`src/design/ebc_pkg.sv`:
```
// Shared types and constants for the eight-bit instruction stepper.
package ebc_pkg;

	localparam logic [1:0] ACT_STEP  = 2'd0;
	localparam logic [1:0] ACT_LOAD  = 2'd1;
	localparam logic [1:0] ACT_READ  = 2'd2;
	localparam logic [1:0] ACT_RESET = 2'd3;

	localparam logic [15:0] PC_RESET   = 16'h0010;
	localparam logic [15:0] VEC_LO     = 16'hfffc;
	localparam logic [15:0] VEC_HI     = 16'hfffd;
	localparam logic [7:0]  STACK_PAGE = 8'h01;

	localparam logic [7:0] OP_ORA_IMM = 8'h09;
	localparam logic [7:0] OP_AND_IMM = 8'h29;
	localparam logic [7:0] OP_LDA_IMM = 8'hA9;
	localparam logic [7:0] OP_LDA_ABS = 8'hAD;
	localparam logic [7:0] OP_LDA_ABX = 8'hBD;
	localparam logic [7:0] OP_LDX_IMM = 8'hA2;
	localparam logic [7:0] OP_LDY_IMM = 8'hA0;
	localparam logic [7:0] OP_STA_ZP  = 8'h85;
	localparam logic [7:0] OP_STA_ABS = 8'h8D;
	localparam logic [7:0] OP_STA_ABY = 8'h99;
	localparam logic [7:0] OP_STA_IZY = 8'h91;
	localparam logic [7:0] OP_STX_ZP  = 8'h86;
	localparam logic [7:0] OP_BIT_ABS = 8'h2C;
	localparam logic [7:0] OP_INC_ABS = 8'hEE;
	localparam logic [7:0] OP_CMP_IMM = 8'hC9;
	localparam logic [7:0] OP_CPX_IMM = 8'hE0;
	localparam logic [7:0] OP_CPY_IMM = 8'hC0;
	localparam logic [7:0] OP_DEX     = 8'hCA;
	localparam logic [7:0] OP_DEY     = 8'h88;
	localparam logic [7:0] OP_INY     = 8'hC8;
	localparam logic [7:0] OP_TXA     = 8'h8A;
	localparam logic [7:0] OP_TXS     = 8'h9A;
	localparam logic [7:0] OP_SEI     = 8'h78;
	localparam logic [7:0] OP_CLD     = 8'hD8;
	localparam logic [7:0] OP_JMP     = 8'h4C;
	localparam logic [7:0] OP_JSR     = 8'h20;
	localparam logic [7:0] OP_RTS     = 8'h60;
	localparam logic [7:0] OP_BPL     = 8'h10;
	localparam logic [7:0] OP_BCS     = 8'hB0;
	localparam logic [7:0] OP_BNE     = 8'hD0;

	// Memory address source selected by the controller.
	typedef enum logic [3:0] {
		AS_PC, AS_PC1, AS_PC2, AS_ABS, AS_IDX, AS_VEC, AS_HOST, AS_STACK, AS_ZP, AS_ZP1
	} addr_sel_t;

	// Latch targets for the returning read byte.
	typedef enum logic [2:0] {
		LD_NONE, LD_OP, LD_B0, LD_B1, LD_T0, LD_T1
	} load_sel_t;

	// Stack pointer updates.
	typedef enum logic [1:0] { SP_KEEP, SP_DEC, SP_INC } sp_op_t;

	typedef enum logic [2:0] {
		WD_ACC, WD_X, WD_PCH, WD_PCL, WD_INC, WD_HOST
	} wdata_sel_t;

	typedef enum logic [1:0] { IX_X, IX_Y, IX_PTR } idx_sel_t;

	// Commands from the controller to the datapath.
	typedef struct packed {
		addr_sel_t  asel;
		idx_sel_t   isel;
		logic       rd;
		logic       wr;
		wdata_sel_t wsel;
		load_sel_t  ld;
		sp_op_t     sp;
		logic       exec;
		logic       set_vec_pc;
		logic       capture_rd;
		logic       start;
	} ebc_cmd_t;

	// Status from the datapath.
	typedef struct packed {
		logic [7:0] opcode;
	} ebc_stat_t;

endpackage

```
`src/design/ebc_ctrl.sv`:
```
// Sequencer that issues memory accesses and the execute command per action.
module ebc_ctrl (
	input  logic               clk,
	input  logic               arst_n,
	input  logic               in_valid,
	output logic               in_stall,
	input  logic [1:0]         action,
	output logic               out_valid,
	input  logic               out_stall,
	input  ebc_pkg::ebc_stat_t stat,
	output ebc_pkg::ebc_cmd_t  cmd
);

	localparam logic [3:0] S_IDLE  = 4'd0;
	localparam logic [3:0] S_F1    = 4'd1;
	localparam logic [3:0] S_F2    = 4'd2;
	localparam logic [3:0] S_DEC   = 4'd3;
	localparam logic [3:0] S_M1    = 4'd4;
	localparam logic [3:0] S_M2    = 4'd5;
	localparam logic [3:0] S_M3    = 4'd6;
	localparam logic [3:0] S_EXEC  = 4'd7;
	localparam logic [3:0] S_RD    = 4'd8;
	localparam logic [3:0] S_VEC1  = 4'd9;
	localparam logic [3:0] S_VEC2  = 4'd10;
	localparam logic [3:0] S_VEC3  = 4'd11;
	localparam logic [3:0] S_OUT   = 4'd12;

	logic [3:0] state_q, state_d;
	logic       accept;
	logic [7:0] op;

	assign op       = stat.opcode;
	assign in_stall = (state_q != S_IDLE);
	assign accept   = in_valid && !in_stall;
	assign out_valid = (state_q == S_OUT);

	always_comb begin
		cmd = '0;
		cmd.asel = ebc_pkg::AS_PC;
		state_d = state_q;
		unique case (state_q)
			S_IDLE: begin
				if (accept) begin
					cmd.start = 1'b1;
					unique case (action)
						ebc_pkg::ACT_STEP: begin
							cmd.rd = 1'b1; cmd.ld = ebc_pkg::LD_OP; state_d = S_F1;
						end
						ebc_pkg::ACT_LOAD: begin
							cmd.asel = ebc_pkg::AS_HOST; cmd.wr = 1'b1;
							cmd.wsel = ebc_pkg::WD_HOST; state_d = S_OUT;
						end
						ebc_pkg::ACT_READ: begin
							cmd.asel = ebc_pkg::AS_HOST; cmd.rd = 1'b1; state_d = S_RD;
						end
						default: begin
							cmd.asel = ebc_pkg::AS_VEC; cmd.rd = 1'b1;
							cmd.ld = ebc_pkg::LD_T0; state_d = S_VEC1;
						end
					endcase
				end
			end
			S_RD: begin cmd.capture_rd = 1'b1; state_d = S_OUT; end
			S_VEC1: begin
				cmd.asel = ebc_pkg::AS_VEC; cmd.rd = 1'b1; cmd.ld = ebc_pkg::LD_T1;
				state_d = S_VEC2;
			end
			S_VEC2: state_d = S_VEC3;
			S_VEC3: begin cmd.set_vec_pc = 1'b1; state_d = S_OUT; end
			S_F1: begin
				cmd.asel = ebc_pkg::AS_PC1; cmd.rd = 1'b1; cmd.ld = ebc_pkg::LD_B0;
				state_d = S_F2;
			end
			S_F2: begin
				cmd.asel = ebc_pkg::AS_PC2; cmd.rd = 1'b1; cmd.ld = ebc_pkg::LD_B1;
				state_d = S_DEC;
			end
			S_DEC: begin
				// b1 lands this cycle; operand-dependent accesses start next.
				state_d = S_M1;
			end
			S_M1: begin
				state_d = S_EXEC;
				unique case (op)
					ebc_pkg::OP_LDA_ABS, ebc_pkg::OP_BIT_ABS, ebc_pkg::OP_INC_ABS: begin
						cmd.asel = ebc_pkg::AS_ABS; cmd.rd = 1'b1;
						cmd.ld = ebc_pkg::LD_T0; state_d = S_M2;
					end
					ebc_pkg::OP_LDA_ABX: begin
						cmd.asel = ebc_pkg::AS_IDX; cmd.isel = ebc_pkg::IX_X;
						cmd.rd = 1'b1; cmd.ld = ebc_pkg::LD_T0; state_d = S_M2;
					end
					ebc_pkg::OP_STA_ZP, ebc_pkg::OP_STX_ZP: begin
						cmd.asel = ebc_pkg::AS_ZP; cmd.wr = 1'b1;
						cmd.wsel = (op == ebc_pkg::OP_STX_ZP) ? ebc_pkg::WD_X : ebc_pkg::WD_ACC;
					end
					ebc_pkg::OP_STA_ABS: begin
						cmd.asel = ebc_pkg::AS_ABS; cmd.wr = 1'b1; cmd.wsel = ebc_pkg::WD_ACC;
					end
					ebc_pkg::OP_STA_ABY: begin
						cmd.asel = ebc_pkg::AS_IDX; cmd.isel = ebc_pkg::IX_Y;
						cmd.wr = 1'b1; cmd.wsel = ebc_pkg::WD_ACC;
					end
					ebc_pkg::OP_STA_IZY: begin
						// Pointer low byte: address b0 in page zero.
						cmd.asel = ebc_pkg::AS_ZP; cmd.rd = 1'b1;
						cmd.ld = ebc_pkg::LD_T0; state_d = S_M2;
					end
					ebc_pkg::OP_JSR: begin
						cmd.asel = ebc_pkg::AS_STACK; cmd.wr = 1'b1;
						cmd.wsel = ebc_pkg::WD_PCH; cmd.sp = ebc_pkg::SP_DEC; state_d = S_M2;
					end
					ebc_pkg::OP_RTS: begin
						cmd.asel = ebc_pkg::AS_STACK; cmd.rd = 1'b1;
						cmd.sp = ebc_pkg::SP_INC; cmd.ld = ebc_pkg::LD_T0; state_d = S_M2;
					end
					default: state_d = S_EXEC;
				endcase
			end
			S_M2: begin
				state_d = S_EXEC;
				unique case (op)
					ebc_pkg::OP_INC_ABS: state_d = S_M3;
					ebc_pkg::OP_JSR: begin
						cmd.asel = ebc_pkg::AS_STACK; cmd.wr = 1'b1;
						cmd.wsel = ebc_pkg::WD_PCL; cmd.sp = ebc_pkg::SP_DEC;
					end
					ebc_pkg::OP_RTS: begin
						cmd.asel = ebc_pkg::AS_STACK; cmd.rd = 1'b1;
						cmd.sp = ebc_pkg::SP_INC; cmd.ld = ebc_pkg::LD_T1;
						state_d = S_M3;
					end
					ebc_pkg::OP_STA_IZY: begin
						// High pointer byte from b0+1 within page zero.
						cmd.asel = ebc_pkg::AS_ZP1; cmd.rd = 1'b1;
						cmd.ld = ebc_pkg::LD_T1; state_d = S_M3;
					end
					default: state_d = S_EXEC;
				endcase
			end
			S_M3: begin
				state_d = S_EXEC;
				unique case (op)
					ebc_pkg::OP_INC_ABS: begin
						cmd.asel = ebc_pkg::AS_ABS; cmd.wr = 1'b1; cmd.wsel = ebc_pkg::WD_INC;
					end
					default: ;
				endcase
			end
			S_EXEC: begin
				cmd.exec = 1'b1;
				state_d = S_OUT;
				// The full pointer is only available now, so the indirect store goes here.
				if (op == ebc_pkg::OP_STA_IZY) begin
					cmd.asel = ebc_pkg::AS_IDX; cmd.isel = ebc_pkg::IX_PTR;
					cmd.wr = 1'b1; cmd.wsel = ebc_pkg::WD_ACC;
				end
			end
			S_OUT: if (!out_stall) state_d = S_IDLE;
			default: state_d = S_IDLE;
		endcase
	end

	always_ff @(posedge clk or negedge arst_n) begin
		if (!arst_n) begin
			state_q <= S_IDLE;
		end else begin
			state_q <= state_d;
		end
	end

endmodule
```
`config.mk`:
```
export PLATFORM = sky130hd
export DESIGN_NAME = ebc_ctrl
export DESIGN_NICKNAME = d
export VERILOG_FILES = /design/src/design/ebc_pkg.sv /design/src/design/ebc_ctrl.sv
export SDC_FILE = /design/constraint.sdc
export NUM_CORES = 1
export LEC_CHECK = 0
export BUFFER_PORTS_ARGS = -buffer_cell sky130_fd_sc_hd__buf_2
export CORE_AREA = 5 5 54 56
export DETAILED_ROUTE_END_ITERATION = 16
export DIE_AREA = 0 0 59 61
export GPL_TIMING_DRIVEN = 0
export PLACE_DENSITY = 0.77
export RECOVER_POWER = 25
export SKIP_LAST_GASP = 1
export SLEW_MARGIN = 5
export SYNTH_ARGS = -nofsm -noshare
export SYNTH_HDL_FRONTEND = slang
export SYNTH_SLANG_ARGS = --single-unit
```
`constraint.sdc`:
```
create_clock -name clk -period 2.3 [get_ports clk]
set_clock_uncertainty 0.1 [all_clocks]
set_input_delay 0.115 -clock clk [delete_from_list [all_inputs] [get_ports clk]]
set_output_delay 0.115 -clock clk [all_outputs]
set_load 0.02 [all_outputs]
```
==> flow_summary.ini <==
[status]
status = completed

[floorplan]
start_util_pct = 38.4
die_h_um = 61
num_io_pins = 36
die_w_um = 59
die-area_mm2 = 0.00360
num_rows = 18
core-area_mm2 = 0.00239

[clocking]
postCtsSetupRepairBufs = 0
cts_sinks = 4
clk_latency_ns = 0.23
cts.clk_slew.worst_paths_ns = 0.04
max-clock-path-buffers = 2
htree_levels = 1
root_buffer = clkbuf_4
cts_made_buffers = 3
tritoncts = built

[synthesis]
yosys-top-cells-area = dfrtp_1, nand3_1, nor2_1
synthArstFlopShare_pct = 100
synth_area_um2 = 917
ys.flop_type = dfrtp_1
synthCells = 141
ys_types = 48
synth_top_area_cell = dfrtp_1
synth_edf_count = 0
seq_area_frac_synth_pct = 10.9
synth_common_cells = nand3_1, nor2_1, nand2_1
synth_fp_nets = 159
ys_ff_latch = 4
syn_avg_cell_area_um2 = 6.50
ys_warn_count = 0
synth_top_area_share_pct = 10.9

[sta]
fin_crit_sh_pct = 92.3
setup_viol = 0
max_freq_mhz = 471
tns_ns = 0
slew_violations = 0
rsz0062_at_grt = no
tightest_slew_ns = 0.844
slew_headroom_pct = 43.6
finalHoldViolations = 0
layout_min_cycle_time_ns = 2.12

[drt]
drc_errors = 0
num_vias = 1194
drtIter0Drc = 60
avgRoutedWirePerCell_um = 13.3
avgViaCountPerCell = 5.74
drtAntennaViolNets = 0
drtPass1Iterations = 4
wirelength_mm = 2.77

[final_layout]
antenna_cells = 0
top_regs = state_q (4)
fin_cells = 208
fin_nets = 198
stdcell_area_mm2 = 0.00116
layout-drive-gt1-share_pct = 27.0
largest_register_ffs = 4
regMostFlops = state_q
fillers = 268
areaGrowthSynthToFinish_pct = 26.9

[setup_path]
crit_family = simple AND/OR/NAND/NOR gates
worstPathRequired_ns = 2.09
rrSetupSlack_ns = 0.68
critical_path.slowest_cell = dfrtp_1
critical_path.endpoint = cmd[12]
critPathBufInv = 2
worstReg2RegStart = state_q[2]
critical_path_class = flip-flop to primary output
crit_chain = clkbuf_1, nor2_1, nand3_1, nor2_1, a31o_2, nand4b_1, buf_2
crit_cells = 7
worst_path_most_repeated_cell = nor2_1
crit_arrival_ns = 1.91
cpPeakStageDelay_ns = 0.34
worst_r2r_endpoint = state_q[1]
path_max_fanout = 10
reg2reg_depth = 5
cp-startpoint = state_q[0]
end_kind = primary output
start_kind = flip-flop

[global_routing]
antenna_found_initial = 0
overflow = 0
grtUsageTotal_pct = 16.0
grt_max_degree = 11
grt_pass1_vias = 1069
grt_pass1_wl_mm = 4.60

[power_and_ir_drop]
vdd_drop_max_v = 0.000641
power_leakage_nw = 0.551
powerDensity_mw_per_mm2 = 814
power.total_w = 0.000948

[placed_design]
place.gp.congestion = 0.862
dpl-instance-area_mm2 = 0.00112
dp_hpwl_mm = 2.22
portBuffers = 33
dpl.cell_count = 204

[run]
cap_violations = 0

[min_path]
min-delay-start = out_stall
holdCritPathClass = input pin to flip-flop
## worst min path at each step
stage / endpoint / slack (ns) / cells past startpoint
6_report: state_q[3] / 0.05 / 3
5_1_grt: state_q[3] / 0.09 / 3
4_1_cts: state_q[3] / 0.04 / 3
3_5_place_dp: state_q[0] / -0.18 / 1
3_3_place_gp: state_q[0] / -0.18 / 1
2_1_floorplan: state_q[0] / -0.28 / 0
## cell type report
type | instances | area (um2) | share of cell area [%]
Inverter | 8 | 30.0 | 2.58
Sequential cell | 4 | 100 | 8.60
Multi-Input combinational cell | 120 | 762 | 65.5
Buffer | 9 | 37.5 | 3.23
Clock buffer | 3 | 22.5 | 1.94
Timing Repair Buffer | 34 | 174 | 14.9
Tap cell | 30 | 37.5 | 3.23
## stage by stage
stage / hold slack, ns / utilization, % / setup slack, ns
6_report: 0.0517 / 48.7 / 0.178
5_1_grt: 0.0913 / 48.7 / 0.0416
4_1_cts: 0.0419 / 48.3 / 0.0118
3_5_place_dp: -0.178 / 46.9 / 0.276
3_3_place_gp: -0.179 / 46.9 / 0.300
2_1_floorplan: -0.281 / - / 0.398
## worst min-delay path, delay by kind of cell
family	cells	cell delay [ns]
AO/OA/AOI/OAI	2	0.14
buffers and inverters	1	0.09
## repair_timing
item | CTS | global route
hold buffers | 1 | 0
hold endpoints to repair | 4 | 0
gates resized for setup | 0 | 4
setup endpoints to repair | 0 | 8
## cells by family after synthesis
kind of cell               share of synthesized area (%)
and+or+nand+nor                                     44.7
DFF                                                 10.9
xor gates and xnor gates                            2.87
AOI/OAI and AO/OA                                   28.8
adders and majority gates                           5.46
buffers and inverters                               7.23
## cell usage in the layout, fill, tap and decap left out, types with 3 or more instances in the layout
| cell | instances |
|---|---|
| clkbuf_4 | 3 |
| ha_1 | 4 |
| clkbuf_1 | 7 |
| and3_1 | 3 |
| nor3_1 | 6 |
| nand3_1 | 14 |
| nand2b_1 | 5 |
| inv_1 | 8 |
| a21oi_1 | 7 |
| nand2_1 | 12 |
| o21ai_0 | 8 |
| o22ai_1 | 3 |
| nor2b_1 | 3 |
| buf_2 | 33 |
| nor2_1 | 14 |
| a31oi_1 | 3 |
| dfrtp_1 | 4 |
## metal layers
metal	GRT usage (%)	share of wire (%)	routed length, um
met4	2.59	0.50	14
met1	22.1	43	1200
met2	26.2	46	1280
met3	3.19	9.9	274
met5	0	0	0
## power breakdown
part / switching [W] / internal [W]
Clock: 0.0000260 / 0.0000582
Sequential: 0.0000201 / 0.000107
Combinational: 0.000502 / 0.000235
(Power assumes the default switching activity.)
